File: src/design/ppu_pkg.sv
// ----------------------------------------------------------------------------
// ppu_pkg
// shared types, constants and fixed-point helpers of the particle pool
// ----------------------------------------------------------------------------
package ppu_pkg;

    localparam int NUM_PARTICLES = 1024;
    localparam int SLOT_W        = (NUM_PARTICLES > 1) ? $clog2(NUM_PARTICLES) : 1;
    localparam int CNT_W         = $clog2(NUM_PARTICLES + 1);
    localparam int LIFE_W        = 17;
    localparam logic [LIFE_W-1:0] LIFE_FULL = 17'h10000;

    localparam logic [1:0] CFG_GRAVITY    = 2'd0;
    localparam logic [1:0] CFG_TIME_STEP  = 2'd1;
    localparam logic [1:0] CFG_LIFE_DECAY = 2'd2;
    localparam logic [1:0] CFG_RISE_SPEED = 2'd3;

    localparam logic [31:0] GRAVITY_RESET    = 32'hFFD8_0000;
    localparam logic [15:0] TIME_STEP_RESET  = 16'd1092;
    localparam logic [15:0] LIFE_DECAY_RESET = 16'd33;
    localparam logic [31:0] RISE_SPEED_RESET = 32'd1966080;

    // controller to datapath commands
    typedef struct packed {
        logic              clr_en;      // clearing pass write
        logic              search_rd;   // read life at search index
        logic              read_rd;     // read one particle for mode 1
        logic              spawn_wr;    // write the spawn slot
        logic              upd_rd;      // read slot for update
        logic              spawn_take;  // capture spawn fields at accept
        logic              load_out;    // capture result registers
        logic              tick_out;    // result is a tick result
        logic              found;
        logic [SLOT_W-1:0] addr;        // index used for reads and clears
        logic [SLOT_W-1:0] spawn_slot;
    } ppu_cmd_t;

    // datapath to controller status
    typedef struct packed {
        logic life_zero;  // registered life at search index is zero
    } ppu_sts_t;

    // (v * t) >> 16 with floor, v signed 32, t unsigned 16
    function automatic logic [31:0] mul_dt(input logic signed [31:0] v,
                                           input logic [15:0] t);
        logic signed [48:0] p;
        begin
            p = v * $signed({1'b0, t});
            mul_dt = p[47:16];
        end
    endfunction

endpackage

File: src/design/ppu_ctrl.sv
// ----------------------------------------------------------------------------
// ppu_ctrl
// sequencer: clear pass, next-fit search, spawn, update sweep, result hand-off
// ----------------------------------------------------------------------------
module ppu_ctrl
(
    input  logic                clk,
    input  logic                rst_n,
    input  logic                in_valid,
    output logic                in_stall,
    input  logic                in_mode,
    input  logic [9:0]          in_read_index,
    input  logic                out_full,
    output ppu_pkg::ppu_cmd_t   cmd,
    input  ppu_pkg::ppu_sts_t   sts
);
    import ppu_pkg::*;

    typedef enum logic [6:0] {
        S_CLEAR  = 7'b0000001,
        S_IDLE   = 7'b0000010,
        S_SEARCH = 7'b0000100,
        S_SPAWN  = 7'b0001000,
        S_UPDATE = 7'b0010000,
        S_DRAIN  = 7'b0100000,
        S_READ   = 7'b1000000
    } state_t;

    state_t            state_reg, state_next;
    logic [CNT_W-1:0]  cnt_reg, cnt_next;      // steps done
    logic [SLOT_W-1:0] idx_reg, idx_next;      // walking slot index
    logic [SLOT_W-1:0] hint_reg, hint_next;
    logic [SLOT_W-1:0] slot_reg, slot_next;
    logic              found_reg, found_next;
    logic              chk_reg, chk_next;      // a search read is in flight
    logic [SLOT_W-1:0] chk_idx_reg, chk_idx_next;
    logic [2:0]        drain_reg, drain_next;

    always_ff @(posedge clk or negedge rst_n)
    begin
        if (!rst_n)
        begin
            state_reg   <= S_CLEAR;
            cnt_reg     <= '0;
            idx_reg     <= '0;
            hint_reg    <= '0;
            slot_reg    <= '0;
            found_reg   <= 1'b0;
            chk_reg     <= 1'b0;
            chk_idx_reg <= '0;
            drain_reg   <= '0;
        end
        else
        begin
            state_reg   <= state_next;
            cnt_reg     <= cnt_next;
            idx_reg     <= idx_next;
            hint_reg    <= hint_next;
            slot_reg    <= slot_next;
            found_reg   <= found_next;
            chk_reg     <= chk_next;
            chk_idx_reg <= chk_idx_next;
            drain_reg   <= drain_next;
        end
    end

    function automatic logic [SLOT_W-1:0] inc_wrap(input logic [SLOT_W-1:0] a);
        begin
            if (a == SLOT_W'(NUM_PARTICLES - 1))
                inc_wrap = '0;
            else
                inc_wrap = a + 1'b1;
        end
    endfunction

    always_comb
    begin
        state_next   = state_reg;
        cnt_next     = cnt_reg;
        idx_next     = idx_reg;
        hint_next    = hint_reg;
        slot_next    = slot_reg;
        found_next   = found_reg;
        chk_next     = 1'b0;
        chk_idx_next = chk_idx_reg;
        drain_next   = drain_reg;
        in_stall     = 1'b1;
        cmd          = '0;
        cmd.addr       = idx_reg;
        cmd.spawn_slot = slot_reg;
        cmd.found      = found_reg;

        unique case (state_reg)
            S_CLEAR:
            begin
                cmd.clr_en = 1'b1;
                idx_next   = inc_wrap(idx_reg);
                cnt_next   = cnt_reg + 1'b1;
                if (cnt_reg == CNT_W'(NUM_PARTICLES - 1))
                begin
                    state_next = S_IDLE;
                    cnt_next   = '0;
                    idx_next   = '0;
                end
            end
            S_IDLE:
            begin
                in_stall = out_full;
                if (in_valid && !out_full)
                begin
                    if (in_mode)
                    begin
                        cmd.read_rd = 1'b1;
                        cmd.addr    = in_read_index[SLOT_W-1:0];
                        state_next  = S_READ;
                    end
                    else
                    begin
                        cmd.spawn_take = 1'b1;
                        state_next = S_SEARCH;
                        idx_next   = hint_reg;
                        cnt_next   = '0;
                        found_next = 1'b0;
                    end
                end
            end
            S_SEARCH:
            begin
                // one life read per cycle, result checked in the following cycle
                if (chk_reg && sts.life_zero)
                begin
                    found_next = 1'b1;
                    slot_next  = chk_idx_reg;
                    hint_next  = chk_idx_reg;
                    state_next = S_SPAWN;
                end
                else if (cnt_reg == CNT_W'(NUM_PARTICLES))
                begin
                    if (!chk_reg)
                    begin
                        found_next = 1'b0;
                        slot_next  = '0;
                        hint_next  = '0;
                        state_next = S_SPAWN;
                    end
                end
                else
                begin
                    cmd.search_rd = 1'b1;
                    chk_next      = 1'b1;
                    chk_idx_next  = idx_reg;
                    idx_next      = inc_wrap(idx_reg);
                    cnt_next      = cnt_reg + 1'b1;
                end
            end
            S_SPAWN:
            begin
                cmd.spawn_wr = 1'b1;
                state_next   = S_UPDATE;
                idx_next     = '0;
                cnt_next     = '0;
            end
            S_UPDATE:
            begin
                cmd.upd_rd = 1'b1;
                idx_next   = inc_wrap(idx_reg);
                cnt_next   = cnt_reg + 1'b1;
                if (cnt_reg == CNT_W'(NUM_PARTICLES - 1))
                begin
                    state_next = S_DRAIN;
                    drain_next = '0;
                end
            end
            S_DRAIN:
            begin
                drain_next = drain_reg + 1'b1;
                if (drain_reg == 3'd3)
                begin
                    cmd.load_out = 1'b1;
                    cmd.tick_out = 1'b1;
                    state_next   = S_IDLE;
                end
            end
            S_READ:
            begin
                cmd.load_out = 1'b1;
                state_next   = S_IDLE;
            end
            default:
            begin
                state_next = S_IDLE;
            end
        endcase
    end

endmodule

File: config.mk
export PLATFORM = sky130hd
export DESIGN_NAME = ppu_ctrl
export DESIGN_NICKNAME = d
export VERILOG_FILES = /design/src/design/ppu_pkg.sv /design/src/design/ppu_ctrl.sv
export SDC_FILE = /design/constraint.sdc
export NUM_CORES = 1
export LEC_CHECK = 0
export ABC_CLOCK_PERIOD_IN_PS = 6800
export BUFFER_PORTS_ARGS = -buffer_cell sky130_fd_sc_hd__buf_2
export CAP_MARGIN = 5
export CORE_AREA = 2 2 91 93
export CTS_BUF_LIST = sky130_fd_sc_hd__clkbuf_8
export DETAILED_ROUTE_END_ITERATION = 12
export DIE_AREA = 0 0 93 95
export RECOVER_POWER = 50
export SETUP_SLACK_MARGIN = 0.1
export SLEW_MARGIN = 30
export SYNTH_ARGS = -nofsm -noshare
export SYNTH_HDL_FRONTEND = slang
export SYNTH_SLANG_ARGS = --single-unit
File: constraint.sdc
create_clock -name clk -period 6.8 [get_ports clk]
set_clock_uncertainty 0.2 [all_clocks]
set_input_delay 0.34 -clock clk [delete_from_list [all_inputs] [get_ports clk]]
set_output_delay 0.34 -clock clk [all_outputs]
set_load 0.005 [all_outputs]
After elaboration in Yosys (flattened, before gate mapping)

Cells that the tools add are included.
Widths: inputs -> output; s select.

ROM bits: 0
Logic and storage cells: 99
Register bits: 53
Bits in writable memories: 0
Input port bits: 16
Memories: 0
Latch bits: 0

Reductions and logical operators: 13
Muxes and demuxes: 52
Add/sub/neg operators: 3
Div/mod/pow operators: 0
Multiply operators: 0
Equality and inequality tests: 21
Bitwise logic cells: 2
Shift-type cells: 0
$lt $le $gt $ge: 0

Operator list:

| cell                  | count |
|---|---|
| $mux 10               | 12 |
| $mux 7                | 8 |
| $mux 11               | 5 |
| $pmux 11 s5           | 1 |
| $pmux 10 s5           | 1 |
| $pmux 7 s6            | 1 |
| $mux 1                | 19 |
| $ne 2x2->1 const B    | 7 |
| $add 11x1->11 const B | 1 |
| $eq 11x10->1 const B  | 1 |
| $eq 11x11->1 const B  | 1 |
| $add 10x1->10 const B | 1 |
| $eq 10x10->1 const B  | 1 |
| $reduce_and 5->1      | 2 |
| $eq 7x1->1 const B    | 1 |
| $eq 7x2->1 const B    | 1 |
| $eq 7x3->1 const B    | 1 |
| $eq 7x4->1 const B    | 1 |
| $eq 7x5->1 const B    | 1 |
| $eq 7x6->1 const B    | 1 |
| $eq 7x7->1 const B    | 1 |
| $ne 3x3->1 const B    | 2 |
| $pmux 3 s2            | 1 |
| $reduce_and 3->1      | 2 |
| 13 further kinds      | 18 |

Longest topological paths before layout

Word-level depth: 5
Mapped depth: 8
Mapped depth without buffers: 8

Worst setup path after synthesis

Ideal clock, no wire load.

Kind: register to output
From: register state_reg[5]
To: output port cmd[10] (netlist bit)
Arrival: 1.851 ns
Data required time: 6.260 ns
Path buffers: 1
Path slack: 4.409 ns
Cell stages (with the launch flop): 7
Cells stage by stage: dfrtp_1 nor3_1 nand2_1 nor2_1 and3_1 buf_2 mux2_2

RTL lines:

| element                | RTL line       | source |
|---|---|---|
| from (decl)            | ppu_ctrl.sv:29 | `state_t state_reg, state_next;` |
| from (signal assigned) | ppu_ctrl.sv:55 | `state_reg <= state_next;` |
| to (decl)              | ppu_ctrl.sv:14 | `output ppu_pkg::ppu_cmd_t cmd,` |

==> run metrics <==
Worst setup EP type output port; worst skew pair latency 0.32 ns; unrepaired setup endpoints after global routing false; DR WL/cell 17.0 µm; post-route ant nets 0; Top FF cell, synth dfrtp_1; syn avg cell area 10.4 µm²; Final nets 354; XOR/XNOR share of the synthesized area 0.0114; switching share of total power 0.408; fin crit share 0.561; most common cell after layout, fill and taps aside dfrtp_1; hold crit path type input pin to flop; P_sw 502 µW; CTS buffer count 5; TritonCTS clock tree done; clock root cell clkbuf_8; Die Ht 95 µm; Ports 46; status complete, but fails checks; setup_tns 0 ns; initial core utilization 0.387; gpl congestion 0.803; synth top area cells dfrtp_1 42%, mux2_2 8.4%, nor2_1 2.9%; maximum clock rate 262 MHz; n_diodes 0; dpl cells 430; Cells after Synth 296; power share of the sequential group 0.383; area fraction of the dominant cell type after synthesis 0.424; minimum clock period 3.82 ns; #FFs+latches synth 53; Int Power 727 µW; Slew Limit Headroom -0.938; final setup vio count 0; Adder-Cell Fraction of Synth Area 0.0204; hpwl dp 5.19 mm; crit path DAT 3.28 ns; Synth Area in Simple Gates 0.180; layout cells sized above 1 0.260; critical path fanouts, max 12; GRT Residual Overflow 0; ys async rst share 1.00; compound-cell area share of the yosys netlist 0.204; Post-Route WL 7.47 mm; Gates resized, CTS repair 0; pwr dens 356 nW/µm²; most frequent cells in the layout 52 x dfrtp_1, 39 x buf_2, 24 x nor2_1, 23 x mux2_2, 14 x inv_1; DR DRC count 0; Post-synth EDFFs 0; TritonRoute pass-1 iters 4; Tightest Pin Transition 2.91 ns; post-synthesis cell type count 57; combinational share of power 0.429; Max Cap Violations 1; main combinational cell family by area after synthesis compound AO/OA/AOI/OAI gates; number of antenna violations at the first check in global routing 0; Starting DRT DRC Count 129; All-Layer GR Usage 0.178; Port Buffers 45; maximum VDD drop 0.121 mV; area grow syn2layout 12.4%; largest net degree at the start of global routing 54; clock sink total 53; net count after synthesis 317; post-synth top area cell dfrtp_1; Clk pwr share 0.188; clk buf depth 2; mux contribution to synthesized area 0.0975; Die ar. 8840 µm²; Leak 1.53 nW; Fin. Hold Viols 0; first-pass GRT wire length 12.4 mm; die width 93 µm; num rows 33; sequential fraction of the synthesis area 0.433; vias in the first global route 2434; CP startpoint kind flop; violated checks capacitance limit, slew limit; DR vias/cell 5.80; Critical Path RT 6.26 ns; vias 2546; non-filler cells, final 439; Crit Path Category flop to output port; Slew Limit Fails 54; CTS clk-pin slew, worst paths 0.10 ns; Yosys warnings 0; core area 7930 µm²; htree depth 2; Post-Synthesis Cell Area 3070 µm²; Largest register FFs 11
## synthesized netlist by cell type, types with 5 or more instances
| library cell | n |
|---|---|
| o211ai_1 | 5 |
| a22o_1 | 10 |
| nand3_1 | 9 |
| nand4_1 | 7 |
| mux2_2 | 23 |
| a32oi_1 | 6 |
| nor4_1 | 6 |
| a32o_1 | 7 |
| o21ai_0 | 9 |
| ha_1 | 5 |
| and3_1 | 7 |
| nand2_1 | 13 |
| dfrtp_1 | 52 |
| buf_2 | 6 |
| inv_1 | 14 |
| o2bb2ai_1 | 5 |
| clkbuf_1 | 6 |
| nor2_1 | 24 |
| o32ai_1 | 8 |
| a31oi_1 | 5 |
## worst paths after layout
check / start / end / slack [ns] / cells past startpoint
max: state_reg[5] / cmd[10] / 2.98 / 6
min: in_mode / state_reg[6] / 0.14 / 2
max reg2reg: cnt_reg[0] / cnt_reg[6] / 3.63 / 9
min reg2reg: found_reg / found_reg / 0.28 / 1
max in group asynchronous: rst_n / cnt_reg[4] / 3.37 / 3
min in group asynchronous: rst_n / state_reg[4] / 1.38 / 3
## routing by layer
layer	GRT usage	up-vias	routed length [µm]
met5	0	-	0
met4	0.0380	0	55
met3	0.0263	6	280
met2	0.296	52	3710
met1	0.248	1281	3420
li1	-	1207	-
## layout make-up
class,instances,area [µm²]
flip-flops and latches,53,1330
clock buffers,5,68.8
fillers,786,4480
repair buffers,48,239
inverters,15,56.3
well taps,105,131
multi-input cells,210,1570
clock inverters,3,50.0
## repair_timing
action                                  in CTS  in global routing
endpoints found under the hold margin       52                  0
hold buffers                                 1                  0
setup buffers                                0                  0
endpoints found under the setup margin       0                  0
## power by group through the flow
stage	combinational, mW	sequential, mW	clock (mW)
2_1_floorplan	0.447	0.437	0
3_3_place_gp	0.523	0.475	0
3_5_place_dp	0.531	0.477	0
4_1_cts	0.534	0.471	0.236
5_1_grt	0.582	0.484	0.249
6_report	0.527	0.470	0.231
## metrics by stage
stage	setup slack [ns]	hold WS, ns	cell area, µm²	power (mW)	utilization
after CTS	2.99	0.132	3460	1.24	0.436
after global placement	3.49	0.257	3330	0.999	0.420
after global routing	2.69	0.135	3450	1.31	0.435
after detailed placement	3.36	0.264	3330	1.01	0.420
final	2.98	0.142	3450	1.23	0.435
after floorplan	4.41	-0.156	3070	0.883	-
## critical path, cell delays in order, from the launching register on
cell and delay, ns:
dfrtp_1 0.45, nor3_1 0.44, nand2_1 0.23, nor2_1 0.70, and3_1 0.62, mux2_2 0.40
buf_2 0.12
## logic make-up after synthesis
| family | count (synthesis) |
|---|---|
| adders and majority gates | 5 |
| DFF | 53 |
| and+or+nand+nor | 97 |
| AOI/OAI and AO/OA | 77 |
| xor gates and xnor gates | 4 |
| muxes | 27 |
| buffers and inverters | 33 |
Power figures use the tool's default switching activity.
